<file path="src/hdl/fubb_pkg.sv">
package fubb_pkg;

  localparam int BUF_DEPTH_DEF   = 512;
  localparam int QUEUE_DEPTH_DEF = 4;
  localparam int CAP_W           = 10;

  localparam logic [CAP_W-1:0] CAP_RESET = 10'd512;

  localparam logic [2:0] ACT_CLEAR = 3'd0;
  localparam logic [2:0] ACT_NAME  = 3'd1;
  localparam logic [2:0] ACT_TEXT  = 3'd2;
  localparam logic [2:0] ACT_BIN   = 3'd3;
  localparam logic [2:0] ACT_END   = 3'd4;
  localparam logic [2:0] ACT_READ  = 3'd5;

  localparam logic [1:0] ST_OK        = 2'd0;
  localparam logic [1:0] ST_NO_ROOM   = 2'd1;
  localparam logic [1:0] ST_NO_NAME   = 2'd2;
  localparam logic [1:0] ST_EMPTY_VAL = 2'd3;

  localparam logic [7:0] CH_AMP     = 8'h26;
  localparam logic [7:0] CH_EQ      = 8'h3D;
  localparam logic [7:0] CH_PLUS    = 8'h2B;
  localparam logic [7:0] CH_PCT     = 8'h25;
  localparam logic [7:0] CH_SPACE   = 8'h20;
  localparam logic [7:0] CH_ZERO    = 8'h30;
  localparam logic [7:0] CH_NINE    = 8'h39;
  localparam logic [7:0] CH_A_UP    = 8'h41;
  localparam logic [7:0] CH_Z_UP    = 8'h5A;
  localparam logic [7:0] CH_A_LOW   = 8'h61;
  localparam logic [7:0] CH_Z_LOW   = 8'h7A;

  typedef logic [CAP_W-1:0] cap_t;

  typedef struct packed {
    logic [2:0] action;
    logic [7:0] data_byte;
    logic [8:0] read_index;
  } in_item_t;

  typedef struct packed {
    logic [1:0] status;
    logic [7:0] read_data;
    logic [8:0] body_length;
    logic       overflow_seen;
  } out_item_t;

  // Up to three encoded bytes, first byte in the top lane.
  typedef struct packed {
    logic [23:0] bytes;
    logic [1:0]  n;
  } enc_t;

  // One request as handed from the front to the back.
  typedef struct packed {
    logic [2:0]  n_bytes;
    logic [31:0] bytes;
    logic        read_hit;
    out_item_t   res;
  } op_t;

  function automatic logic [7:0] hex_digit(input logic [3:0] v);
    if (v <= 4'd9) begin
      return CH_ZERO + {4'h0, v};
    end
    return CH_A_UP + {4'h0, v} - 8'd10;
  endfunction

  function automatic enc_t encode_text(input logic [7:0] c);
    enc_t e;
    logic alnum;
    alnum = (c >= CH_ZERO && c <= CH_NINE) || (c >= CH_A_UP && c <= CH_Z_UP) ||
            (c >= CH_A_LOW && c <= CH_Z_LOW);
    if (alnum) begin
      e.bytes = {c, 16'h0000};
      e.n     = 2'd1;
    end else if (c == CH_SPACE) begin
      e.bytes = {CH_PLUS, 16'h0000};
      e.n     = 2'd1;
    end else begin
      e.bytes = {CH_PCT, hex_digit(c[7:4]), hex_digit(c[3:0])};
      e.n     = 2'd3;
    end
    return e;
  endfunction

  function automatic enc_t encode_hex(input logic [7:0] c);
    enc_t e;
    e.bytes = {hex_digit(c[7:4]), hex_digit(c[3:0]), 8'h00};
    e.n     = 2'd2;
    return e;
  endfunction

endpackage

</file>
<file path="src/hdl/fubb_ram.sv">
module fubb_ram #(
  parameter int WIDTH = 8,
  parameter int DEPTH = 512
) (
  input  logic                     clk,
  input  logic                     we,
  input  logic [$clog2(DEPTH)-1:0] waddr,
  input  logic [WIDTH-1:0]         wdata,
  input  logic                     re,
  input  logic [$clog2(DEPTH)-1:0] raddr,
  output logic [WIDTH-1:0]         rdata
);

  logic [WIDTH-1:0] mem_r [DEPTH];
  logic [WIDTH-1:0] rdata_r;

  always_ff @(posedge clk) begin
    if (we) begin
      mem_r[waddr] <= wdata;
    end
    if (re) begin
      rdata_r <= mem_r[raddr];
    end
  end

  assign rdata = rdata_r;

endmodule

</file>
<file path="src/hdl/fubb_back.sv">
module fubb_back #(
  parameter int BUF_DEPTH = 512
) (
  input  logic                         clk,
  input  logic                         rst_n,
  input  logic                         q_valid,
  input  fubb_pkg::op_t                q_op,
  input  logic [$clog2(BUF_DEPTH)-1:0] q_addr,
  output logic                         q_pop,
  output logic                         out_valid,
  input  logic                         out_ready,
  output fubb_pkg::out_item_t          out_data
);

  import fubb_pkg::*;

  localparam int AW = $clog2(BUF_DEPTH);

  logic [1:0]  cnt_r, cnt_nxt;
  logic        p1_v_r;
  out_item_t   p1_res_r;
  logic        p1_hit_r;
  logic        out_v_r;
  out_item_t   out_r;

  logic        p1_move;
  logic        issue_ok;
  logic        step;
  logic        last;
  logic [31:0] lane;
  logic        ram_we;
  logic        ram_re;
  logic [7:0]  ram_rdata;
  out_item_t   p1_final;

  assign p1_move  = p1_v_r && (!out_v_r || out_ready);
  assign issue_ok = !p1_v_r || p1_move;
  assign step     = q_valid && issue_ok;
  assign last     = (q_op.n_bytes == 3'd0) || ({1'b0, cnt_r} == q_op.n_bytes - 3'd1);
  assign q_pop    = step && last;
  assign lane     = q_op.bytes << {cnt_r, 3'b000};
  assign ram_we   = step && (q_op.n_bytes != 3'd0);
  assign ram_re   = step && q_op.read_hit;
  assign cnt_nxt  = step ? (last ? 2'd0 : cnt_r + 2'd1) : cnt_r;

  fubb_ram #(
    .WIDTH (8),
    .DEPTH (BUF_DEPTH)
  ) u_store (
    .clk   (clk),
    .we    (ram_we),
    .waddr (q_addr + AW'(cnt_r)),
    .wdata (lane[31:24]),
    .re    (ram_re),
    .raddr (q_addr),
    .rdata (ram_rdata)
  );

  // The store output holds while the stage waits, since no new read issues.
  always_comb begin
    p1_final           = p1_res_r;
    p1_final.read_data = p1_hit_r ? ram_rdata : 8'h00;
  end

  always_ff @(posedge clk) begin
    if (!rst_n) begin
      cnt_r   <= 2'd0;
      p1_v_r  <= 1'b0;
      out_v_r <= 1'b0;
    end else begin
      cnt_r <= cnt_nxt;
      if (q_pop) begin
        p1_v_r <= 1'b1;
      end else if (p1_move) begin
        p1_v_r <= 1'b0;
      end
      if (p1_move) begin
        out_v_r <= 1'b1;
      end else if (out_ready) begin
        out_v_r <= 1'b0;
      end
    end
  end

  always_ff @(posedge clk) begin
    if (q_pop) begin
      p1_res_r <= q_op.res;
      p1_hit_r <= q_op.read_hit;
    end
    if (p1_move) begin
      out_r <= p1_final;
    end
  end

  assign out_valid = out_v_r;
  assign out_data  = out_r;

  a_burst_has_request: assert property (@(posedge clk) disable iff (!rst_n)
    (cnt_r != 2'd0) |-> (q_valid && ({1'b0, cnt_r} < q_op.n_bytes)))
    else $error("byte counter running without a matching request");

  a_single_store_op: assert property (@(posedge clk) disable iff (!rst_n)
    ram_re |-> !ram_we)
    else $error("store read and write issued in one cycle");

  a_stage_kept: assert property (@(posedge clk) disable iff (!rst_n)
    (p1_v_r && !p1_move) |=> (p1_v_r && $stable(p1_res_r)))
    else $error("waiting result lost or overwritten");

endmodule
</file>
<file path="config.mk">
export PLATFORM = sky130hd
export DESIGN_NAME = fubb_back
export DESIGN_NICKNAME = d
export VERILOG_FILES = /design/src/hdl/fubb_pkg.sv /design/src/hdl/fubb_ram.sv /design/src/hdl/fubb_back.sv
export SDC_FILE = /design/constraint.sdc
export NUM_CORES = 2
export LEC_CHECK = 0
export BUFFER_PORTS_ARGS = -buffer_cell sky130_fd_sc_hd__buf_2
export CAP_MARGIN = 5
export CORE_AREA = 2 2 972 490
export CTS_BUF_LIST = sky130_fd_sc_hd__clkbuf_8
export DETAILED_ROUTE_END_ITERATION = 7
export DIE_AREA = 0 0 974 492
export PLACE_DENSITY = 0.47
export REMOVE_ABC_BUFFERS = 1
export SYNTH_ARGS = -nofsm -noshare
export SYNTH_HDL_FRONTEND = slang
export SYNTH_SLANG_ARGS = --single-unit
</file>
<file path="constraint.sdc">
create_clock -name clk -period 8.5 [get_ports clk]
set_input_delay 1.275 -clock clk [delete_from_list [all_inputs] [get_ports clk]]
set_output_delay 1.275 -clock clk [all_outputs]
set_load 0.02 [all_outputs]
</file>
==> summary.txt <==
Worst setup path
  – Critical-path maximum fanout: 36
  – Crit end category: flip-flop
  – Crit. Startpoint: q_addr[1]
  – Crit-path slowest cell: nor2_1
  – Crit path largest cell delay: 1010 ps
  – Worst r2r src: cnt_r[1]$_SDFFE_PN0P_
  – Critical path type: in2reg
  – Crit-path cells: buf_8 -> inv_1 -> fa_1 -> and3b_1 -> nand3_1 -> xnor2_1 -> nand2_1 -> nor2_1 -> nand2_1 -> nor2_1
  – WP data arrival: 6830 ps
  – Critical Path RT: 9250 ps
  – Crit path launch type: input pin

Power and ir drop
  – Sequential share of power: 56.1%
  – Pleak: 57.6 nW
  – Clk pwr share: 36.0%
  – Comb pwr share: 7.9%
  – PwrDens: 227 nW/µm²
  – Switching share of power: 25.5%
  – P_sw: 10.5 mW
  – Worst VDD drop: 0.170 mV
  – Internal Pwr Total: 30.7 mW
  – Final total power: 41.3 mW

Clocking
  – Skew-Pair Late Insertion Delay: 1180 ps
  – Worst-path clk slew: 60 ps
  – TritonCTS buffer count: 584
  – Root Buffer: clkbuf_8
  – Clock Sinks: 4141
  – H-tree depth: 6
  – CTS tree: built
  – Cts repair resizes: 0
  – Hold_buf cts: 0
  – CTS max path bufs: 4
  – Post-CTS Repair Setup Buffers: 0

Placement
  – IO buf count: 82
  – Detailed Place HPWL: 337 mm
  – Dpl cell area: 171000 µm²
  – RD Place Congestion: 0.828

Final layout
  – Share of post-route cells with drive strength above 1: 18.5%
  – Layout net count: 8880
  – Area Growth Syn to Fin: 10.5%
  – Final instance area: 182000 µm²
  – # fillers: 42900

Yosys
  – Syn Area/Cell: 19.5 µm²
  – Main synth FF type: edfxtp_1
  – Synth top area share: 75.6%
  – Ys Warns: 0
  – Distinct cells, synth: 94
  – Most frequent cell after synthesis: edfxtp_1
  – Mapped cell area: 164000 µm²
  – Commonest cells post-synth: 4137 x edfxtp_1, 848 x mux2i_1, 676 x nor2_1
  – Synth area leader: edfxtp_1
  – Register area share after synthesis: 75.7%
  – Syn Inst Count: 8436
  – Ys async rst share: 0%
  – Top post-synthesis cells by area: edfxtp_1 76%, mux4_2 7.3%, mux2i_1 5.2%
  – Register bit count reported by yosys: 4141
  – EDFF count, synth: 4137

STA
  – Final hold vios: 0
  – Skew final: 53.6 ps
  – Final setup viols: 0
  – TNS Setup: 0 ps
  – Tcrit/Tclk final: 71.5%
  – Max frequency: 165 MHz
  – Slew HR: 2.67%
  – Worst Tran Pin Value: 1460 ps
  – Final Max Tran Viols: 0
  – Unrepaired setup endpoints after global routing: false
  – Fin crit period: 6070 ps

Global routing
  – Vias in the first global route: 86000
  – Overall routing resource usage: 21.9%
  – Antenna violations before repair: 72
  – Remaining global-route overflow: 0
  – Global-route wire length before repair: 735 mm
  – Pin count of the biggest net entering global routing: 205

Floorplan
  – Die X: 974 µm
  – Initial core utilization: 34.8%
  – Die Area: 479000 µm²
  – Core box area: 472000 µm²
  – IO Count: 91
  – Rows: 179
  – Die height: 492 µm

Status
  – Status: completed

Job
  – Max-Cap Viols: 0

Detailed routing
  – Residual DRC: 0
  – Via Count: 89200
  – DRT iter0 DRCs: 14000
  – Vias per cell: 5.72
  – DR WL/cell: 34.8 µm
  – DRT Pass-1 Iters: 8
  – Routed Antenna Nets: 0
  – Routed WL: 543 mm

Worst hold path
  – Hold/Removal Path Class: in2reg
  – Min-delay src: q_op[18]
[cells in the final DEF, fill, tap and decap left out, types with 48 or more instances in the layout]
master and n:
nor2_1 671, edfxtp_1 4137, o21a_1 48, and2_1 50, mux2_2 63, mux4_2 526, nand2_1 154, o221ai_1 225
mux4_1 59, buf_2 77, clkinv_1 143, o22ai_1 252, inv_1 183, mux2i_1 848, o21ai_0 88, a21oi_1 158
buf_4 207, clkbuf_8 599, a31oi_1 100
[through the flow]
stage	setup slack (ps)	cells	hold slack, ps	utilization, %
6_report	2430	15600	321	38.5
5_1_grt	2420	15600	237	38.4
4_1_cts	2730	15600	189	38.4
3_5_place_dp	1520	14600	407	36.2
3_3_place_gp	1650	14600	401	36.2
2_1_floorplan	1830	7886	400	-
[kinds of logic (layout without fill, tap and decap cells)]
kind of cell / after synthesis / in the layout / share of synthesized area, %
adders and majority gates: 5 / 5 / 0.0427
muxes: 1504 / 1504 / 13.9
other: 0 / 37 / 0
xor gates and xnor gates: 14 / 14 / 0.0747
AOI/OAI and AO/OA: 1112 / 1112 / 4.77
DFF: 4141 / 4141 / 75.7
buffers and inverters: 565 / 1360 / 2.67
and+or+nand+nor: 1095 / 1095 / 2.89
[metal layers]
metal | wire [µm] | vias up | track usage [%]
li1 | - | 35600 | -
met1 | 261000 | 47900 | 36.2
met2 | 207000 | 4997 | 28.0
met3 | 64500 | 698 | 6.74
met4 | 9940 | 18 | 3.97
met5 | 118 | - | 0
[sequential cells by signal, summed over array words and instances (netlist names)]
name	cells
p1_hit_r	1
p1_v_r	1
out_data	20
u_store.rdata	8
p1_final	12
u_store.mem_r	4096
out_valid	1
cnt_r	2
[final cells by class]
type,instances,area (µm²),share of cell area [%]
diodes,37,92.6,0.0510
clock buffers,599,8240,4.54
clock inverters,412,2120,1.17
inverters,15,71.3,0.0393
multi-input cells,3730,35900,19.8
flip-flops and latches,4141,124000,68.5
well taps,6335,7930,4.37
repair buffers,334,2920,1.61
[final timing paths]
| path | endpoint | slack, ps | depth (start not counted) |
|---|---|---|---|
| min reg2reg | out_data[6]$_DFFE_PP_ | 420 | 0 |
| min | p1_final[18]$_DFFE_PP_ | 320 | 1 |
| max | u_store.mem_r[243][0]$_DFFE_PP_ | 2430 | 10 |
| max reg2reg | u_store.mem_r[243][0]$_DFFE_PP_ | 2920 | 9 |
[power groups by stage]
stage	sequential [mW]	combinational, mW	clock, mW
floorplan	23.8	1.28	0
global placement	23.6	3.17	0
detailed placement	23.6	3.25	0
CTS	23.1	3.25	15.1
global route	23.1	3.39	16.0
finish	23.2	3.26	14.9
[critical path: cells and delay by family]
| family | cells | cell delay (ps) |
|---|---|---|
| fa+ha+maj | 1 | 670 |
| xor+xnor | 1 | 320 |
| buf+inv | 2 | 960 |
| simple gates | 6 | 3400 |
Note: power is estimated with default switching activity, not from simulation.
