File: src/hdl/fubb_fifo.sv
module fubb_fifo #(
  parameter int WIDTH = 8,
  parameter int DEPTH = 4
) (
  input  logic             clk,
  input  logic             rst_n,
  input  logic             push,
  input  logic [WIDTH-1:0] push_data,
  output logic             full,
  input  logic             pop,
  output logic             head_valid,
  output logic [WIDTH-1:0] head_data
);

  localparam int PTRW = (DEPTH > 1) ? $clog2(DEPTH) : 1;
  localparam int CNTW = $clog2(DEPTH + 1);

  logic [WIDTH-1:0] mem_r [DEPTH];
  logic [PTRW-1:0]  wr_ptr_r, wr_ptr_nxt;
  logic [PTRW-1:0]  rd_ptr_r, rd_ptr_nxt;
  logic [CNTW-1:0]  count_r, count_nxt;

  assign full       = (count_r == CNTW'(DEPTH));
  assign head_valid = (count_r != '0);
  assign head_data  = mem_r[rd_ptr_r];

  always_comb begin
    wr_ptr_nxt = wr_ptr_r;
    rd_ptr_nxt = rd_ptr_r;
    count_nxt  = count_r;
    if (push) begin
      wr_ptr_nxt = (wr_ptr_r == PTRW'(DEPTH - 1)) ? '0 : wr_ptr_r + 1'b1;
    end
    if (pop) begin
      rd_ptr_nxt = (rd_ptr_r == PTRW'(DEPTH - 1)) ? '0 : rd_ptr_r + 1'b1;
    end
    if (push && !pop) begin
      count_nxt = count_r + 1'b1;
    end else if (pop && !push) begin
      count_nxt = count_r - 1'b1;
    end
  end

  always_ff @(posedge clk) begin
    if (!rst_n) begin
      wr_ptr_r <= '0;
      rd_ptr_r <= '0;
      count_r  <= '0;
    end else begin
      wr_ptr_r <= wr_ptr_nxt;
      rd_ptr_r <= rd_ptr_nxt;
      count_r  <= count_nxt;
    end
  end

  always_ff @(posedge clk) begin
    if (push) begin
      mem_r[wr_ptr_r] <= push_data;
    end
  end

endmodule

File: config.mk
export PLATFORM = sky130hd
export DESIGN_NAME = fubb_fifo
export DESIGN_NICKNAME = d
export VERILOG_FILES = /design/src/hdl/fubb_fifo.sv
export SDC_FILE = /design/constraint.sdc
export NUM_CORES = 1
export LEC_CHECK = 0
export ABC_AREA = 0
export BUFFER_PORTS_ARGS = -buffer_cell sky130_fd_sc_hd__buf_4
export CAP_MARGIN = 10
export CORE_UTILIZATION = 59
export CTS_CLUSTER_DIAMETER = 120
export DETAILED_ROUTE_END_ITERATION = 8
export GPL_ROUTABILITY_DRIVEN = 0
export GPL_TIMING_DRIVEN = 0
export PLACE_DENSITY = 0.82
export SETUP_SLACK_MARGIN = 0.3
export SYNTH_ARGS = -nofsm -noshare
export SYNTH_HDL_FRONTEND = slang
export SYNTH_SLANG_ARGS = --single-unit
File: constraint.sdc
create_clock -name clk -period 4.9 [get_ports clk]
set_clock_uncertainty 0.15 [all_clocks]
set_input_delay 0.735 -clock clk [delete_from_list [all_inputs] [get_ports clk]]
set_output_delay 0.735 -clock clk [all_outputs]
set_load 0.01 [all_outputs]
==> results of run 1 <==
[critical path: stages (launching register included)]
cell,delay (ns)
dfxtp_1,0.34
buf_6,0.16
mux4_2,0.52
buf_4,0.16
[cells by family (layout without fill, tap and decap cells)]
family	Yosys count	after routing	share of synthesized area, %
and+or+nand+nor	15	15	5.650
buffers and inverters	6	35	1.934
DFF	41	41	70.59
adders and majority gates	7	7	5.882
AOI/OAI and AO/OA	3	3	1.238
muxes	12	12	13.62
xor gates and xnor gates	2	2	1.084
[stage by stage]
stage | cells | instance area, sq um | worst slack, ns
3_5_place_dp | 137 | 1812 | 2.503
6_report | 145 | 1882 | 2.501
3_3_place_gp | 137 | 1812 | 2.569
2_1_floorplan | 86 | 1617 | 2.752
4_1_cts | 145 | 1882 | 2.488
5_1_grt | 145 | 1882 | 2.433
[registers in the layout, indices dropped and copies added (netlist names), named ones only]
name      count
rd_ptr_r      2
mem_r        32
count_r       3
wr_ptr_r      2
[cell type report]
| class | instances | area [sq um] | area share (%) |
|---|---|---|---|
| buffer | 2 | 16.27 | 0.8644 |
| clock buffer | 7 | 65.06 | 3.457 |
| clock inverter | 1 | 5.005 | 0.2660 |
| inverter | 4 | 15.01 | 0.7979 |
| multi-input combinational | 39 | 444.2 | 23.60 |
| sequential | 41 | 1141 | 60.64 |
| tap | 30 | 37.54 | 1.995 |
| timing repair buffer | 21 | 157.7 | 8.378 |
[cells in the mapped netlist]
cell / instances
edfxtp_1: 32
dfxtp_1: 9
mux4_2: 8
ha_1: 6
and2_1: 5
nor2b_1: 5
inv_1: 4
mux2i_1: 4
or3_1: 2
a21boi_1: 1
buf_6: 1
clkbuf_2: 1
fa_1: 1
nor2_1: 1
nor3_1: 1
nor3b_1: 1
o21a_1: 1
o21ai_0: 1
xnor2_1: 1
xor2_1: 1
[metal layers]
metal,global-route usage [%],share of wire [%],vias to the layer above
met5,0,0,-
met4,11.97,1.8,0
met3,5.833,4.4,4
met2,32.93,55,21
met1,21.17,38,389
li1,-,-,381
[power breakdown]
part           internal (mW)  total (mW)  switching [mW]
registers              0.395       0.405          0.0102
logic                 0.0513      0.0925          0.0412
clock network         0.0833       0.186           0.103
total                  0.530       0.684           0.154
[worst paths after layout]
path | from | endpoint | depth (start not counted)
setup / recovery | flop | head_data[6] | 3
hold / removal | count_r[2]$_SDFFE_PN0P_ | count_r[2]$_SDFFE_PN0P_ | 2
setup reg to reg | count_r[0]$_SDFFE_PN0P_ | count_r[2]$_SDFFE_PN0P_ | 4
hold reg to reg | count_r[2]$_SDFFE_PN0P_ | count_r[2]$_SDFFE_PN0P_ | 2
==> results_tabular.tex, run 1 <==
\begin{tabular}{lr}
\hline
Metric & Value \\
\hline
\multicolumn{2}{l}{\textbf{Placement}} \\
\quad HPWL reported at the end of detailed placement & around 1600 microns \\
\quad IO buf count & 21 \\
\multicolumn{2}{l}{\textbf{Clock tree}} \\
\quad Maximum clock path buffer count & 2 \\
\quad Clock tree from TritonCTS & done \\
\quad Number of post-CTS setup repair buffers & 0 \\
\quad Number of H-tree levels & 2 \\
\quad Number of hold buffers added after CTS & 0 \\
\quad Cts bufs inserted & 5 \\
\quad Clk Latency, worst-skew pair & about 0.33 ns \\
\quad Resize count post-CTS & 0 \\
\quad Root Buffer Master & clkbuf\_4 \\
\quad Number of sinks on the clock net & 41 \\
\quad Register clock-pin slew on the reported worst setup and hold paths & roughly 0.11 ns \\
\multicolumn{2}{l}{\textbf{Worst setup path}} \\
\quad Setup slack of the worst register-to-register path & 3.26 ns \\
\quad Critical Path Fanout Max & 8 \\
\quad Crit. End Element & primary output \\
\quad Setup CP Type & flop to primary output \\
\quad Worst path required time & roughly 4 ns \\
\quad Worst Path Arrival & 1.51 ns \\
\quad Startpoint type of the worst setup path & flop \\
\multicolumn{2}{l}{\textbf{Routing}} \\
\quad Routed length per instance & about 16 microns \\
\quad Number of routed nets with antenna violations & 0 \\
\quad Wirelength, routed & around 2300 microns \\
\quad DR DRC count & 0 \\
\quad Vias & 795 \\
\quad Number of optimization iterations in the first detailed-route pass & 6 \\
\quad Iteration-0 DRC count of the detailed router & 22 \\
\quad Via density per instance & 5.483 \\
\multicolumn{2}{l}{\textbf{Global route}} \\
\quad Overall overflow remaining after global route & 0 \\
\quad Wire length of the first global-routing pass & roughly 3700 microns \\
\quad Total routing usage reported by global routing & about a fifth \\
\quad Via count of the first global-routing pass & 814 \\
\quad Initial antenna violation count & 0 \\
\quad Pin count of the biggest net entering global routing & 13 \\
\multicolumn{2}{l}{\textbf{Floorplanning}} \\
\quad Core area & around 2500 sq um \\
\quad Initial core utilization & about 64\% \\
\quad Die outline width & 54.35 microns \\
\quad Area of the die & just under 3000 sq um \\
\quad IO Pins & 22 \\
\quad Y dimension of the die & $\sim$54 microns \\
\quad Row Count & 18 \\
\multicolumn{2}{l}{\textbf{Timing}} \\
\quad Hold Fails Final Rpt & 0 \\
\quad Slew margin rel. & slightly above 70\% \\
\quad Share of the cycle needed by the critical path after routing & between 40\% and 50\% \\
\quad Sum of negative setup slack & 0 ns \\
\quad RSZ-0062 raised after global routing & false \\
\quad Setup Viol. Count Final & 0 \\
\quad Max Freq & 0.4169 GHz \\
\quad Number of max-slew violations in the final report & 0 \\
\quad Min Clock Period, post-route & $\sim$2.4 ns \\
\quad Least-Margin Pin Slew & about 0.42 ns \\
\quad Final Hold Slack & approximately 0.37 ns \\
\multicolumn{2}{l}{\textbf{Yosys}} \\
\quad Post-Syn Nets & about 110 \\
\quad Share of Yosys cell area claimed by the top area cell type & between 50\% and 60\% \\
\quad Total of warnings raised by yosys & 0 \\
\quad Synthesized netlist cell count & 86 \\
\quad Top area cells in the synthesized netlist & edfxtp\_1 (59\%), dfxtp\_1 (11\%), mux4\_2 (11\%), ha\_1 (4.6\%), mux2i\_1 (2.5\%) \\
\quad Portion of the post-synthesis area used by sequential elements & between 70\% and 80\% \\
\quad Largest area contributor in the synthesized netlist & edfxtp\_1 \\
\quad Flip-flop and latch count after synthesis & 41 \\
\quad Avg Cell Area, Syn & approximately 19 sq um \\
\quad Number of distinct standard cells referenced by the synthesized netlist & 20 \\
\quad Synthesized area & around 1600 sq um \\
\multicolumn{2}{l}{\textbf{Power and ir drop}} \\
\quad Power density over the cells & roughly 360 nW/um\^{}2 \\
\quad Leakage power total & about 0.7 nW \\
\quad Tot Pwr & $\sim$0.68 mW \\
\quad Maximum VDD drop & 322.4 uV \\
\multicolumn{2}{l}{\textbf{Final layout}} \\
\quad Fill cell count & 162 \\
\quad Antenna diode count & 0 \\
\quad Commonest cells after routing, fill and taps aside & edfxtp\_1 (32), buf\_4 (21), dfxtp\_1 (9) \\
\quad Area grow syn2layout & 16.41\% \\
\quad Nets@finish & between 100 and 150 \\
\quad Most common cell after layout, fill and taps aside & edfxtp\_1 \\
\quad Final core area utilization & approximately three quarters \\
\quad Share of final-layout standard cells stronger than drive strength 1 & roughly a third \\
\multicolumn{2}{l}{\textbf{Run}} \\
\quad Max-Cap Viols & 0 \\
\multicolumn{2}{l}{\textbf{Status}} \\
\quad Result of the run & finished clean \\
\multicolumn{2}{l}{\textbf{Hold path}} \\
\quad Path class of the lowest-slack min-delay path & flop to flop \\
\hline
\end{tabular}
No activity file was read; power rests on OpenSTA's default activity.
==> inputs of run 2 (changes only) <==
--- a/config.mk
+++ b/config.mk
@@ -8,12 +8,12 @@
 export ABC_AREA = 0
 export BUFFER_PORTS_ARGS = -buffer_cell sky130_fd_sc_hd__buf_4
 export CAP_MARGIN = 10
-export CORE_UTILIZATION = 59
+export CORE_UTILIZATION = 55
 export CTS_CLUSTER_DIAMETER = 120
 export DETAILED_ROUTE_END_ITERATION = 8
 export GPL_ROUTABILITY_DRIVEN = 0
 export GPL_TIMING_DRIVEN = 0
-export PLACE_DENSITY = 0.82
+export PLACE_DENSITY = 0.77
 export SETUP_SLACK_MARGIN = 0.3
 export SYNTH_ARGS = -nofsm -noshare
 export SYNTH_HDL_FRONTEND = slang
==> constraint.sdc (replaced) <==
create_clock -name clk -period 2.42 [get_ports clk]
set_clock_uncertainty 0.15 [all_clocks]
set_input_delay 0.363 -clock clk [delete_from_list [all_inputs] [get_ports clk]]
set_output_delay 0.363 -clock clk [all_outputs]
set_load 0.01 [all_outputs]
==> run 2 against run 1 <==
Non-clock buffer count did not move. Largest power group unchanged. Count of clock-buffer cells in the layout shrank 1. First-iteration DRC count shrank 64%. Sequential cell count unchanged. Worst hold slack worse by 0.32 ns. Largest cell class unchanged. Cell count up 0.69%. Setup slack worse by 2.1 ns. Highest routed layer unchanged.
==> results_tabular.tex, run 2 (synthesis gave the netlist of run 1 again) <==
\begin{tabular}{lr}
\hline
Metric & Value \\
\hline
\multicolumn{2}{l}{\textbf{Clock tree}} \\
\quad Register clock-pin slew on the reported worst setup and hold paths & 0.13 ns (was 0.11 ns) \\
\quad Clock tree from TritonCTS & done (unchanged) \\
\quad Number of hold buffers added after CTS & 0 (unchanged) \\
\quad Clk Latency, worst-skew pair & 0.35 ns (was 0.33 ns) \\
\quad Number of post-CTS setup repair buffers & 0 (unchanged) \\
\quad Resize count post-CTS & 0 (unchanged) \\
\quad Root Buffer Master & clkbuf\_4 (unchanged) \\
\quad Maximum clock path buffer count & 2 (unchanged) \\
\quad Number of H-tree levels & 2 (unchanged) \\
\quad Number of sinks on the clock net & 41 (unchanged) \\
\quad Cts bufs inserted & 5 (unchanged) \\
\multicolumn{2}{l}{\textbf{Worst setup path}} \\
\quad Origin of the critical flop-to-flop path & count\_r[0]\$\_SDFFE\_PN0P\_ (unchanged) \\
\quad CP endpoint & head\_data[2] (was head\_data[6]) \\
\quad Crit. End Element & primary output (unchanged) \\
\quad Setup slack of the worst register-to-register path & 0.80 ns (was 3.26 ns) \\
\quad Worst Path Arrival & 1.52 ns (was 1.51 ns) \\
\quad Critical R2R Capture & count\_r[2]\$\_SDFFE\_PN0P\_ (unchanged) \\
\quad Startpoint type of the worst setup path & flop (unchanged) \\
\quad Worst path required time & 1.91 ns (was 4.01 ns) \\
\quad Critical Path Fanout Max & 8 (unchanged) \\
\quad Number of cells traversed by the worst register-to-register path & 4 (unchanged) \\
\quad Setup CP Type & flop to primary output (unchanged) \\
\multicolumn{2}{l}{\textbf{Routing}} \\
\quad Met2 Routed Length & 1196 microns (was 1258 microns) \\
\quad Metal3 WL & 101 microns (was 100 microns) \\
\quad Vias & 790 (was 795) \\
\quad Uppermost layer routed & met4 (unchanged) \\
\quad Wirelength, routed & 2271 microns (was 2272 microns) \\
\quad Number of optimization iterations in the first detailed-route pass & 4 (was 6) \\
\quad DR DRC count & 0 (unchanged) \\
\quad Total routed wire length on the met1 layer & 916 microns (was 870 microns) \\
\quad Routed length per instance & 15.55 microns (was 15.67 microns) \\
\quad Via density per instance & 5.411 (was 5.483) \\
\quad Iteration-0 DRC count of the detailed router & 8 (was 22) \\
\quad Number of routed nets with antenna violations & 0 (unchanged) \\
\multicolumn{2}{l}{\textbf{Final layout}} \\
\quad Most common cell after layout, fill and taps aside & edfxtp\_1 (unchanged) \\
\quad Fill cell count & 190 (was 162) \\
\quad Reg with most FFs & mem\_r (unchanged) \\
\quad Biggest registers after layout & mem\_r: 32 flops, count\_r: 3 flops (unchanged) \\
\quad Nets@finish & 133 (unchanged) \\
\quad Largest register FFs & 32 (unchanged) \\
\quad Area grow syn2layout & 17.03\% (was 16.41\%) \\
\quad Share of final-layout standard cells stronger than drive strength 1 & 34.78\% (was 33.91\%) \\
\quad Antenna diode count & 0 (unchanged) \\
\quad Commonest cells after routing, fill and taps aside & edfxtp\_1 (32), buf\_4 (21), mux4\_2 (8), dfxtp\_1 (8), ha\_1 (6) (was edfxtp\_1 (32), buf\_4 (21), dfxtp\_1 (9)) \\
\multicolumn{2}{l}{\textbf{Floorplanning}} \\
\quad Die outline width & 56.22 microns (was 54.35 microns) \\
\quad Core area & 2781 sq um (was 2522 sq um) \\
\quad Area of the die & 3160 sq um (was 2953 sq um) \\
\quad Y dimension of the die & 56.22 microns (was 54.35 microns) \\
\quad Initial core utilization & 58.12\% (was 64.09\%) \\
\quad IO Pins & 22 (unchanged) \\
\quad Row Count & 19 (was 18) \\
\multicolumn{2}{l}{\textbf{Global route}} \\
\quad Wire length of the first global-routing pass & 3808 microns (was 3691 microns) \\
\quad Total routing usage reported by global routing & 17.27\% (was 19.42\%) \\
\quad Via count of the first global-routing pass & 824 (was 814) \\
\quad Overall overflow remaining after global route & 0 (unchanged) \\
\quad Initial antenna violation count & 0 (unchanged) \\
\quad Pin count of the biggest net entering global routing & 15 (was 13) \\
\multicolumn{2}{l}{\textbf{Power and ir drop}} \\
\quad Maximum VDD drop & 561.4 uV (was 322.4 uV) \\
\quad Power density over the cells & 750.6 nW/um\^{}2 (was 363.6 nW/um\^{}2) \\
\quad Leakage power total & 0.7068 nW (was 0.7039 nW) \\
\multicolumn{2}{l}{\textbf{Hold path}} \\
\quad Path class of the lowest-slack min-delay path & input pin to flop (was flop to flop) \\
\quad Hold Path Depth & 1 (was 2) \\
\multicolumn{2}{l}{\textbf{Timing}} \\
\quad Final Hold Slack & 0.05098 ns (was 0.3695 ns) \\
\quad Setup Viol. Count Final & 0 (unchanged) \\
\quad Max Freq & 0.4912 GHz \\
\quad Sum of negative setup slack & 0 ns (unchanged) \\
\quad Share of the cycle needed by the critical path after routing & a little over four fifths \\
\quad Least-Margin Pin Slew & 0.4169 ns (was 0.4165 ns) \\
\quad Slew margin rel. & 72.21\% (was 72.23\%) \\
\quad RSZ-0062 raised after global routing & false (unchanged) \\
\quad Number of max-slew violations in the final report & 0 (unchanged) \\
\quad Min Clock Period, post-route & about 2.0 ns \\
\quad Hold Fails Final Rpt & 0 (unchanged) \\
\multicolumn{2}{l}{\textbf{Run}} \\
\quad Max-Cap Viols & 0 (unchanged) \\
\multicolumn{2}{l}{\textbf{Placement}} \\
\quad HPWL reported at the end of detailed placement & 1551 microns (was 1618 microns) \\
\quad IO buf count & 21 (unchanged) \\
\multicolumn{2}{l}{\textbf{Status}} \\
\quad Result of the run & finished clean (unchanged) \\
\hline
\end{tabular}
-- run 2: cell type report --
type | count | area, sq um | area share [%]
flip-flops and latches | 41 | 1142 | 60.38
multi-input cells | 39 | 444.2 | 23.48
well taps | 31 | 38.79 | 2.050
plain buffers | 2 | 16.27 | 0.8598
inverters | 4 | 15.01 | 0.7937
clock inverters | 2 | 15.01 | 0.7937
clock buffers | 6 | 62.56 | 3.307
repair buffers | 21 | 157.7 | 8.333
-- run 2: worst min-delay path by stage --
| stage | from | end | slack, ns |
|---|---|---|---|
| after floorplan | count_r[2]$_SDFFE_PN0P_ | count_r[2]$_SDFFE_PN0P_ | 0.31 |
| after global placement | count_r[2]$_SDFFE_PN0P_ | count_r[2]$_SDFFE_PN0P_ | 0.33 |
| after detailed placement | count_r[2]$_SDFFE_PN0P_ | count_r[2]$_SDFFE_PN0P_ | 0.34 |
| after CTS | push_data[2] | mem_r[0][2]$_DFFE_PP_ | 0.04 |
| after global routing | push_data[1] | mem_r[3][1]$_DFFE_PP_ | 0.03 |
| final | push_data[2] | mem_r[0][2]$_DFFE_PP_ | 0.05 |
-- run 2: power by group --
part / internal (mW) / switching (mW)
Clock: 0.179 / 0.231
Sequential: 0.801 / 0.0197
Combinational: 0.104 / 0.0852
-- run 2: per-layer routing --
metal | up-vias | global-route usage (%)
met5 | - | 0
met4 | 0 | 12.20
met3 | 5 | 4.884
met2 | 21 | 27.89
met1 | 380 | 19.74
li1 | 384 | -
-- run 2: worst max-delay path, stage by stage (launching register included) --
cell and delay [ns]:
dfxtp_2 0.34, buf_6 0.16, mux4_2 0.51, buf_4 0.16
-- run 2: metrics by stage --
| stage | worst slack, ns | instances | cell area, sq um | utilization (%) | total power, mW |
|---|---|---|---|---|---|
| 6_report | 0.3843 | 146 | 1892 | 68.02 | 1.420 |
| 3_5_place_dp | 0.4416 | 138 | 1813 | 65.18 | 1.029 |
| 3_3_place_gp | 0.4538 | 138 | 1813 | 65.18 | 1.019 |
| 5_1_grt | 0.3041 | 146 | 1892 | 68.02 | 1.481 |
| 4_1_cts | 0.3424 | 146 | 1891 | 67.97 | 1.433 |
| 2_1_floorplan | 0.6443 | 86 | 1617 | - | 0.9454 |
