$ cat src/hdl/fubb_pkg.sv
package fubb_pkg;

  localparam int BUF_DEPTH_DEF   = 512;
  localparam int QUEUE_DEPTH_DEF = 4;
  localparam int CAP_W           = 10;

  localparam logic [CAP_W-1:0] CAP_RESET = 10'd512;

  localparam logic [2:0] ACT_CLEAR = 3'd0;
  localparam logic [2:0] ACT_NAME  = 3'd1;
  localparam logic [2:0] ACT_TEXT  = 3'd2;
  localparam logic [2:0] ACT_BIN   = 3'd3;
  localparam logic [2:0] ACT_END   = 3'd4;
  localparam logic [2:0] ACT_READ  = 3'd5;

  localparam logic [1:0] ST_OK        = 2'd0;
  localparam logic [1:0] ST_NO_ROOM   = 2'd1;
  localparam logic [1:0] ST_NO_NAME   = 2'd2;
  localparam logic [1:0] ST_EMPTY_VAL = 2'd3;

  localparam logic [7:0] CH_AMP     = 8'h26;
  localparam logic [7:0] CH_EQ      = 8'h3D;
  localparam logic [7:0] CH_PLUS    = 8'h2B;
  localparam logic [7:0] CH_PCT     = 8'h25;
  localparam logic [7:0] CH_SPACE   = 8'h20;
  localparam logic [7:0] CH_ZERO    = 8'h30;
  localparam logic [7:0] CH_NINE    = 8'h39;
  localparam logic [7:0] CH_A_UP    = 8'h41;
  localparam logic [7:0] CH_Z_UP    = 8'h5A;
  localparam logic [7:0] CH_A_LOW   = 8'h61;
  localparam logic [7:0] CH_Z_LOW   = 8'h7A;

  typedef logic [CAP_W-1:0] cap_t;

  typedef struct packed {
    logic [2:0] action;
    logic [7:0] data_byte;
    logic [8:0] read_index;
  } in_item_t;

  typedef struct packed {
    logic [1:0] status;
    logic [7:0] read_data;
    logic [8:0] body_length;
    logic       overflow_seen;
  } out_item_t;

  // Up to three encoded bytes, first byte in the top lane.
  typedef struct packed {
    logic [23:0] bytes;
    logic [1:0]  n;
  } enc_t;

  // One request as handed from the front to the back.
  typedef struct packed {
    logic [2:0]  n_bytes;
    logic [31:0] bytes;
    logic        read_hit;
    out_item_t   res;
  } op_t;

  function automatic logic [7:0] hex_digit(input logic [3:0] v);
    if (v <= 4'd9) begin
      return CH_ZERO + {4'h0, v};
    end
    return CH_A_UP + {4'h0, v} - 8'd10;
  endfunction

  function automatic enc_t encode_text(input logic [7:0] c);
    enc_t e;
    logic alnum;
    alnum = (c >= CH_ZERO && c <= CH_NINE) || (c >= CH_A_UP && c <= CH_Z_UP) ||
            (c >= CH_A_LOW && c <= CH_Z_LOW);
    if (alnum) begin
      e.bytes = {c, 16'h0000};
      e.n     = 2'd1;
    end else if (c == CH_SPACE) begin
      e.bytes = {CH_PLUS, 16'h0000};
      e.n     = 2'd1;
    end else begin
      e.bytes = {CH_PCT, hex_digit(c[7:4]), hex_digit(c[3:0])};
      e.n     = 2'd3;
    end
    return e;
  endfunction

  function automatic enc_t encode_hex(input logic [7:0] c);
    enc_t e;
    e.bytes = {hex_digit(c[7:4]), hex_digit(c[3:0]), 8'h00};
    e.n     = 2'd2;
    return e;
  endfunction

endpackage

$ cat src/hdl/fubb_front.sv
module fubb_front #(
  parameter int BUF_DEPTH = 512
) (
  input  logic                         clk,
  input  logic                         rst_n,
  input  logic                         in_valid,
  output logic                         in_ready,
  input  fubb_pkg::in_item_t           in_data,
  input  logic                         cfg_valid,
  output logic                         cfg_ready,
  input  fubb_pkg::cap_t               cfg_capacity,
  input  logic                         q_full,
  output logic                         q_push,
  output fubb_pkg::op_t                q_op,
  output logic [$clog2(BUF_DEPTH)-1:0] q_addr
);

  import fubb_pkg::*;

  localparam int AW = $clog2(BUF_DEPTH);
  localparam int SW = ((AW > CAP_W) ? AW : CAP_W) + 1;
  localparam logic [SW-1:0] DEPTH_EXT = SW'(BUF_DEPTH);

  localparam logic [1:0] PH_IDLE  = 2'd0;
  localparam logic [1:0] PH_NAME  = 2'd1;
  localparam logic [1:0] PH_VALUE = 2'd2;

  logic [AW-1:0] wp_r, wp_nxt;
  logic [AW-1:0] ps_r, ps_nxt;
  logic [1:0]    phase_r, phase_nxt;
  logic          failed_r, failed_nxt;
  logic          vseen_r, vseen_nxt;
  logic          ovf_r, ovf_nxt;
  cap_t          cap_r;

  logic          pre_en;
  logic [7:0]    pre_byte;
  enc_t          enc;
  logic          try_write;
  logic [31:0]   full_bytes;
  logic [2:0]    n_total;
  logic [SW-1:0] cap_eff;
  logic [SW-1:0] ridx_ext;
  logic [1:0]    status;
  logic          hit;

  assign in_ready  = !q_full;
  assign cfg_ready = 1'b1;
  assign q_push    = in_valid && in_ready;

  assign cap_eff  = (SW'(cap_r) > DEPTH_EXT) ? DEPTH_EXT : SW'(cap_r);
  assign ridx_ext = SW'(in_data.read_index);

  always_comb begin
    wp_nxt     = wp_r;
    ps_nxt     = ps_r;
    phase_nxt  = phase_r;
    failed_nxt = failed_r;
    vseen_nxt  = vseen_r;
    ovf_nxt    = ovf_r;
    pre_en     = 1'b0;
    pre_byte   = CH_AMP;
    enc        = '0;
    try_write  = 1'b0;
    status     = ST_OK;
    hit        = 1'b0;
    full_bytes = '0;
    n_total    = '0;
    q_addr     = wp_r;

    unique case (in_data.action) inside
      ACT_CLEAR: begin
        wp_nxt     = '0;
        ps_nxt     = '0;
        phase_nxt  = PH_IDLE;
        failed_nxt = 1'b0;
        vseen_nxt  = 1'b0;
        ovf_nxt    = 1'b0;
      end
      ACT_NAME: begin
        // A name byte in the value part of a pair is dropped silently.
        if (phase_r != PH_VALUE) begin
          if (phase_r == PH_IDLE) begin
            ps_nxt     = wp_r;
            failed_nxt = 1'b0;
            vseen_nxt  = 1'b0;
            phase_nxt  = PH_NAME;
            pre_en     = (wp_r != '0);
            pre_byte   = CH_AMP;
          end
          if (phase_r != PH_IDLE && failed_r) begin
            status = ST_NO_ROOM;
          end else begin
            enc       = encode_text(in_data.data_byte);
            try_write = 1'b1;
          end
        end
      end
      ACT_TEXT, ACT_BIN: begin
        if (phase_r == PH_IDLE) begin
          status = ST_NO_NAME;
        end else begin
          pre_en    = (phase_r == PH_NAME);
          pre_byte  = CH_EQ;
          phase_nxt = PH_VALUE;
          vseen_nxt = 1'b1;
          if (failed_r) begin
            status = ST_NO_ROOM;
          end else begin
            enc = (in_data.action == ACT_TEXT) ? encode_text(in_data.data_byte)
                                               : encode_hex(in_data.data_byte);
            try_write = 1'b1;
          end
        end
      end
      ACT_END: begin
        if (phase_r == PH_IDLE) begin
          status = ST_NO_NAME;
        end else begin
          // The empty-value check wins over a failed pair.
          if (!vseen_r) begin
            wp_nxt = ps_r;
            status = ST_EMPTY_VAL;
          end else if (failed_r) begin
            ovf_nxt = 1'b1;
            status  = ST_NO_ROOM;
          end
          phase_nxt  = PH_IDLE;
          failed_nxt = 1'b0;
          vseen_nxt  = 1'b0;
        end
      end
      ACT_READ: begin
        hit    = (ridx_ext < SW'(wp_r)) && (ridx_ext < DEPTH_EXT);
        q_addr = ridx_ext[AW-1:0];
      end
      default: begin
      end
    endcase

    if (try_write) begin
      full_bytes = pre_en ? {pre_byte, enc.bytes} : {enc.bytes, 8'h00};
      n_total    = {2'b00, pre_en} + {1'b0, enc.n};
      // One byte is kept free, so reaching the capacity is a failure.
      if (SW'(wp_r) + SW'(n_total) >= cap_eff) begin
        wp_nxt     = ps_nxt;
        failed_nxt = 1'b1;
        status     = ST_NO_ROOM;
        n_total    = '0;
      end else begin
        wp_nxt = wp_r + AW'(n_total);
      end
    end

    q_op.n_bytes           = n_total;
    q_op.bytes             = full_bytes;
    q_op.read_hit          = hit;
    q_op.res.status        = status;
    q_op.res.read_data     = '0;
    q_op.res.body_length   = 9'(SW'(wp_nxt));
    q_op.res.overflow_seen = ovf_nxt;
  end

  always_ff @(posedge clk) begin
    if (!rst_n) begin
      wp_r     <= '0;
      ps_r     <= '0;
      phase_r  <= PH_IDLE;
      failed_r <= 1'b0;
      vseen_r  <= 1'b0;
      ovf_r    <= 1'b0;
      cap_r    <= CAP_RESET;
    end else begin
      if (q_push) begin
        wp_r     <= wp_nxt;
        ps_r     <= ps_nxt;
        phase_r  <= phase_nxt;
        failed_r <= failed_nxt;
        vseen_r  <= vseen_nxt;
        ovf_r    <= ovf_nxt;
      end
      if (cfg_valid && cfg_ready) begin
        cap_r <= cfg_capacity;
      end
    end
  end

  a_start_below_pos: assert property (@(posedge clk) disable iff (!rst_n)
    ps_r <= wp_r)
    else $error("pair start lies beyond the write position");

  a_failed_rolled_back: assert property (@(posedge clk) disable iff (!rst_n)
    failed_r |-> (wp_r == ps_r))
    else $error("failed pair has bytes left in the store");

  a_failed_needs_pair: assert property (@(posedge clk) disable iff (!rst_n)
    failed_r |-> (phase_r != PH_IDLE))
    else $error("failure marked with no open pair");

endmodule

$ cat config.mk
export PLATFORM = sky130hd
export DESIGN_NAME = fubb_front
export DESIGN_NICKNAME = d
export VERILOG_FILES = /design/src/hdl/fubb_pkg.sv /design/src/hdl/fubb_front.sv
export SDC_FILE = /design/constraint.sdc
export NUM_CORES = 1
export LEC_CHECK = 0
export BUFFER_PORTS_ARGS = -buffer_cell sky130_fd_sc_hd__buf_2
export CAP_MARGIN = 15
export CORE_UTILIZATION = 49
export DETAILED_ROUTE_END_ITERATION = 16
export PLACE_DENSITY = 0.77
export SLEW_MARGIN = 5
export SYNTH_ARGS = -nofsm -noshare
export SYNTH_HDL_FRONTEND = slang
export SYNTH_SLANG_ARGS = --single-unit
$ cat constraint.sdc
create_clock -name clk -period 5.05 [get_ports clk]
set_clock_uncertainty 0.05 [all_clocks]
set_input_delay 0.2525 -clock clk [delete_from_list [all_inputs] [get_ports clk]]
set_output_delay 0.2525 -clock clk [all_outputs]
set_load 0.02 [all_outputs]
==> results of run 1 <==
-- routing by layer --
layer / part of all wire [%] / GRT usage, % / vias up
met5: 0 / 0 / -
met2: 49 / 52.02 / 271
li1: - / - / 2102
met1: 38 / 34.99 / 2093
met3: 8.6 / 4.271 / 40
met4: 4.1 / 14.15 / 0
-- state kept, by name (all words and copies together), names as in the netlist --
| name | flops |
|---|---|
| cap_r | 10 |
| ps_r | 9 |
| wp_r | 9 |
| phase_r | 2 |
| failed_r | 1 |
| ovf_r | 1 |
| vseen_r | 1 |
-- worst max-delay path by stage --
| stage | from | to | slack (ps) | cells after the start |
|---|---|---|---|---|
| 4_1_cts | in_data[9] | q_op[8] | 5 | 24 |
| 5_1_grt | in_data[10] | q_op[3] | -60 | 24 |
| 3_3_place_gp | in_data[9] | q_op[8] | 180 | 23 |
| 2_1_floorplan | phase_r[1] | q_op[2] | 30 | 20 |
| 3_5_place_dp | in_data[9] | q_op[8] | -60 | 23 |
| 6_report | phase_r[1] | q_op[8] | 110 | 19 |
-- final cells by class --
type / count / area [sq um] / share of cell area, %
repair buffers: 134 / 807.0 / 16.43
well taps: 102 / 127.6 / 2.599
clock buffers: 7 / 86.33 / 1.758
inverters: 23 / 86.33 / 1.758
clock inverters: 1 / 30.03 / 0.6115
multi-input cells: 427 / 3108 / 63.29
flip-flops and latches: 33 / 665.6 / 13.55
-- synth_stat cells (2+ instances only) --
master	number
nand2_1	54
nor2_1	35
dfxtp_1	33
ha_1	30
o21ai_0	28
a21oi_1	27
clkbuf_1	27
nor2b_1	25
a22oi_1	21
inv_1	21
buf_4	15
mux2i_1	14
mux2_2	11
o21a_1	11
a21o_1	9
a31oi_1	9
xnor2_1	9
and3_1	8
buf_2	8
a22o_1	7
o211ai_1	7
and2_1	6
nand3_1	6
nor3_1	6
nor4_1	6
o2111ai_1	6
o21ai_1	6
nand2b_1	5
nand4_1	5
o22ai_1	5
o31a_1	5
a21boi_0	4
o32ai_1	4
a32oi_1	3
or3_1	3
a211o_1	2
a221oi_1	2
a41oi_1	2
conb_1	2
nor3b_1	2
o32a_1	2
or2_1	2
or2_2	2
-- critical path, cell delays in order (launching register included) --
cell      delay (ps)
dfxtp_4          340
or4b_4           600
nor2_4           150
a21oi_2           80
inv_2            100
ha_4             150
ha_4             210
ha_4             230
a21o_1           190
a21oi_2          140
nor2_1            80
xnor2_1          210
ha_1             290
a21o_1           190
a21o_1           180
a221oi_2         300
o21a_2           250
mux2_4           320
o21ba_1          170
buf_4            150
-- through the flow --
step / hold WS (ps) / cell area (sq um) / total power, mW / util (%) / instances
4_1_cts: 140.8 / 4644 / 0.8476 / 60.42 / 716
6_report: 138.2 / 4911 / 0.8770 / 63.88 / 727
5_1_grt: 146.0 / 4911 / 0.9212 / 63.88 / 727
3_3_place_gp: 404.3 / 4489 / 0.5807 / 58.40 / 705
2_1_floorplan: 332.9 / 3953 / 0.4974 / - / 535
3_5_place_dp: 416.0 / 4489 / 0.5883 / 58.40 / 705
-- logic make-up (layout without fill, tap and decap cells) --
group	count (synthesis)	in the layout	synth area share [%]
other	2	13	0.1929
adders and majority gates	31	31	10.15
buffers and inverters	75	165	9.126
and+or+nand+nor	173	173	22.69
AOI/OAI and AO/OA	175	175	31.85
DFF	33	33	16.97
muxes	25	25	6.780
xor gates and xnor gates	10	10	2.250
-- power by group through the flow --
stage               Clock (mW)  Sequential (mW)  Combinational [mW]
CTS                      0.259            0.278               0.310
floorplan                    0            0.282               0.215
global route             0.273            0.280               0.368
finish                   0.257            0.279               0.341
detailed placement           0            0.284               0.304
global placement             0            0.284               0.297
-- what timing repair did --
item | 4_1_cts | 5_1_grt
gates resized for setup | 3 | 46
hold buffers | 0 | 0
pin swaps | 3 | 23
setup endpoints to repair | 12 | 13
buffers inserted | 3 | 11
==> impl_metrics.tcl, run 1 <==
set metrics [dict create \
    finalNetCount 690 \
    crit_required_ps 4750 \
    synthArstFlopShare_pct 0 \
    placementRows 32 \
    io_pins 103 \
    r2r_start "phase_r[1]" \
    ant_nets 0 \
    relSlewSlack_pct 17.59 \
    clock_latency_ps 290 \
    setup.worst_path.end_class "primary output" \
    clock_sinks 33 \
    drv_cap 0 \
    hp-class "in -> reg" \
    clock_power_share_pct 29.3 \
    dieArea_sq_um 8307 \
    grt-ovfl-total 0 \
    worstReg2RegEnd "wp_r[7]" \
    fp.dieH_microns 91.14 \
    numCtsBuffers 5 \
    period_needed_ps 4942 \
    grt_pass1_wl_microns 20090 \
    cp-start-kind "flip-flop" \
    synth_seq_cells 33 \
    io_buffer_count 89 \
    cts_max_level 2 \
    synth_area_sq_um 3894 \
    gp_congestion 1.018 \
    wl_microns 12730 \
    antenna_cells 0 \
    cts_tree "built" \
    synth_top_area_share_pct 16.97 \
    wl_per_cell_microns 17.51 \
    status "complete, no violations" \
    layout_commonest_cell "buf_2" \
    fmax_mhz 202.4 \
    path_clk_slew_ps 70 \
    holdPathEnd "cap_r[9]" \
    switching_share_pct 35.16 \
    drcViolationCount 0 \
    core_sq_um 7687 \
    crit_arrival_ps 4640 \
    grt_pass1_vias 4237 \
    final_cell_mix "buf_2 (84), nand2_1 (54), buf_4 (46), dfxtp_1 (31), nor2_1 (30)" \
    synth_area_per_cell_sq_um 7.431 \
    drtPass1Iterations 5 \
    hold_viol 0 \
    power_frac_comb_pct 38.9 \
    vias 4506 \
    synthFlopType "dfxtp_1" \
    start_util_pct 50.65 \
    via_per_inst 6.198 \
    vdd_drop_max_uv 212.5 \
    synthCells 524 \
    syn2layout_area_growth_pct 26.12 \
    whs_path_depth 3 \
    dp_hpwl_microns 9362 \
    leakagePower_nw 2.157 \
    antenna_found_initial 0 \
    pre_cts_ws_ps -59.08 \
    crit_fanout 5 \
    drt_iter0_markers 257 \
    timing.final.ws_setup_ps 108.4 \
    setup_viol 0 \
    p_int_mw 0.5686 \
    yosys-top-cells-area "dfxtp_1 (17%), ha_1 (9.6%), nand2_1 (5.2%)" \
    powerDensity_nw_per_um2 178.6 \
    setup_tns_ps 0 \
    worstSetupPathType "reg -> out" \
    die_w_microns 91.14 \
    synth_top_area_cell "dfxtp_1" \
    rr_worst_depth 18 \
    seq_area_frac_synth_pct 16.97 \
    cts_buffer_depth 2 \
    synth.distinct_cells 72 \
    slew_violations 0 \
    ctsRootBufferMaster "clkbuf_8" \
    worstMarginPinSlew_ps 1227 \
    p_seq_share_pct 31.8 \
    switching_power_mw 0.3084 \
    yosysWarnings 0 \
    post-route-period-util_pct 97.85 \
    drive_gt1_share_pct 30.56 \
    track_usage_pct 29.53 \
    reg2reg_slack_ps 630 \
    hp-start "cfg_capacity[9]" \
    synth_edf_count 0 \
    fill_cells 696 \
    grt_max_degree 34 \
]
(Power assumes the default switching activity.)
==> run 2: changes to the inputs <==
--- a/config.mk
+++ b/config.mk
@@ -10,6 +10,7 @@
 export CORE_UTILIZATION = 49
 export DETAILED_ROUTE_END_ITERATION = 16
 export PLACE_DENSITY = 0.77
+export RECOVER_POWER = 25
 export SLEW_MARGIN = 5
 export SYNTH_ARGS = -nofsm -noshare
 export SYNTH_HDL_FRONTEND = slang
==> impl_metrics.tcl, run 2 (synthesis results as in run 1) <==
set metrics [dict create \
    status "complete, no violations" \
    r2r_start "phase_r[1]" \
    drive_gt1_share_pct 29.28 \
    relSlewSlack_pct 17.39 \
    fmax_mhz 202.3 \
    core_sq_um 7687 \
    setup_tns_ps 0 \
    worstReg2RegEnd "wp_r[7]" \
    path_clk_slew_ps 70 \
    placementRows 32 \
    vias 4483 \
    cts_buffer_depth 2 \
    whs_path_depth 3 \
    syn2layout_area_growth_pct 25.80 \
    crit_arrival_ps 4640 \
    layout_commonest_cell "buf_2" \
    io_buffer_count 89 \
    grt_pass1_wl_microns 20090 \
    numCtsBuffers 5 \
    grt_max_degree 34 \
    drt_iter0_markers 262 \
    hold_buffers 0 \
    pre_cts_ws_ps -59.08 \
    whs_ps 139.6 \
    leakagePower_nw 2.126 \
    drcViolationCount 0 \
    antenna_cells 0 \
    dieArea_sq_um 8307 \
    dp_hpwl_microns 9362 \
    reg2reg_slack_ps 630 \
    start_util_pct 50.65 \
    finalNetCount 690 \
    clock_latency_ps 290 \
    crit_fanout 5 \
    cts_tree "built" \
    drtPass1Iterations 5 \
    drv_cap 0 \
    vdd_drop_max_uv 210.6 \
    fp.dieH_microns 91.14 \
    reg_top3 "cap_r (10), ps_r (9), wp_r (9)" \
    worstMarginPinSlew_ps 1230 \
    cts_max_level 2 \
    ant_nets 0 \
    crit_required_ps 4750 \
    fill_cells 703 \
    setup.worst_path.end_class "primary output" \
    via_per_inst 6.166 \
    holdPathEnd "cap_r[9]" \
    clock_sinks 33 \
    worstSetupPathType "reg -> out" \
    cp-start-kind "flip-flop" \
    largest_register_ffs 10 \
    powerDensity_nw_per_um2 178.7 \
    slew_violations 0 \
    hp-class "in -> reg" \
    gp_congestion 1.018 \
    grt_pass1_vias 4237 \
    die_w_microns 91.14 \
    ctsRootBufferMaster "clkbuf_8" \
    period_needed_ps 4943 \
    rr_worst_depth 18 \
    post-route-period-util_pct 97.88 \
    wl_per_cell_microns 17.49 \
    top_register "cap_r" \
    timing.final.ws_setup_ps 107.1 \
    track_usage_pct 29.53 \
    grt-ovfl-total 0 \
    antenna_found_initial 0 \
    wl_microns 12720 \
    final_cell_mix "buf_2 (77), nand2_1 (54), buf_4 (45), dfxtp_1 (31), nor2_1 (30)" \
    hold_viol 0 \
    setup_viol 0 \
    io_pins 103 \
    hp-start "cfg_capacity[9]" \
]
run 2: cell count changes in the layout (fill, tap and decap cells not counted):
cell and delta:
or2_0 +1, or2_1 -1, buf_4 -1, clkbuf_1 +8, buf_2 -7
run 2: report_power, final:
| group | internal [mW] | switching, mW | total, mW |
|---|---|---|---|
| Combinational | 0.137 | 0.203 | 0.340 |
| Clock | 0.161 | 0.0961 | 0.257 |
| Sequential | 0.270 | 0.00909 | 0.279 |
| Total | 0.567 | 0.308 | 0.876 |
run 2: final cells by class:
type | instances | area [sq um] | area share [%]
Multi-Input combinational cell | 427 | 3108 | 63.45
Tap cell | 102 | 127.6 | 2.605
Inverter | 23 | 86.33 | 1.762
Clock buffer | 7 | 86.33 | 1.762
Timing Repair Buffer | 134 | 794.5 | 16.22
Sequential cell | 33 | 665.6 | 13.59
Clock inverter | 1 | 30.03 | 0.6130
run 2: repair_timing:
item | 4_1_cts | 5_1_grt
resized for setup | 3 | 46
buffers inserted | 3 | 11
setup endpoints to repair | 12 | 13
gates cloned | 0 | 0
pin swaps | 3 | 23
endpoints found under the hold margin | 0 | 0
run 2: worst max-delay path: stages (launching register included):
cell,delay [ps]
dfxtp_4,340
or4b_4,600
nor2_4,150
a21oi_2,80
inv_2,100
ha_4,150
ha_4,210
ha_4,230
a21o_1,190
a21oi_2,150
nor2_1,80
xnor2_1,200
ha_1,290
a21o_1,190
a21o_1,180
a221oi_2,300
o21a_2,240
mux2_4,320
o21ba_1,170
buf_4,150
run 2: through the flow:
step / cell area (sq um) / util [%] / power, mW / cells
finish: 4898 / 63.72 / 0.8755 / 727
global route: 4898 / 63.72 / 0.9201 / 727
CTS: 4644 / 60.42 / 0.8476 / 716
detailed placement: 4489 / 58.40 / 0.5883 / 705
global placement: 4489 / 58.40 / 0.5807 / 705
floorplan: 3953 / - / 0.4974 / 535
run 2: metal layers:
layer | GRT usage [%] | part of all wire (%)
met5 | 0 | 0
met2 | 52.02 | 49
met4 | 14.15 | 3.8
met3 | 4.271 | 7.9
met1 | 34.99 | 39
run 2: worst max path at each step:
stage | from | endpoint | slack [ps] | depth (start not counted)
2_1_floorplan | phase_r[1] | q_op[2] | 30 | 20
3_3_place_gp | in_data[9] | q_op[8] | 180 | 23
3_5_place_dp | in_data[9] | q_op[8] | -60 | 23
4_1_cts | in_data[9] | q_op[8] | 5 | 24
5_1_grt | in_data[10] | q_op[3] | -60 | 24
6_report | phase_r[1] | q_op[8] | 110 | 19
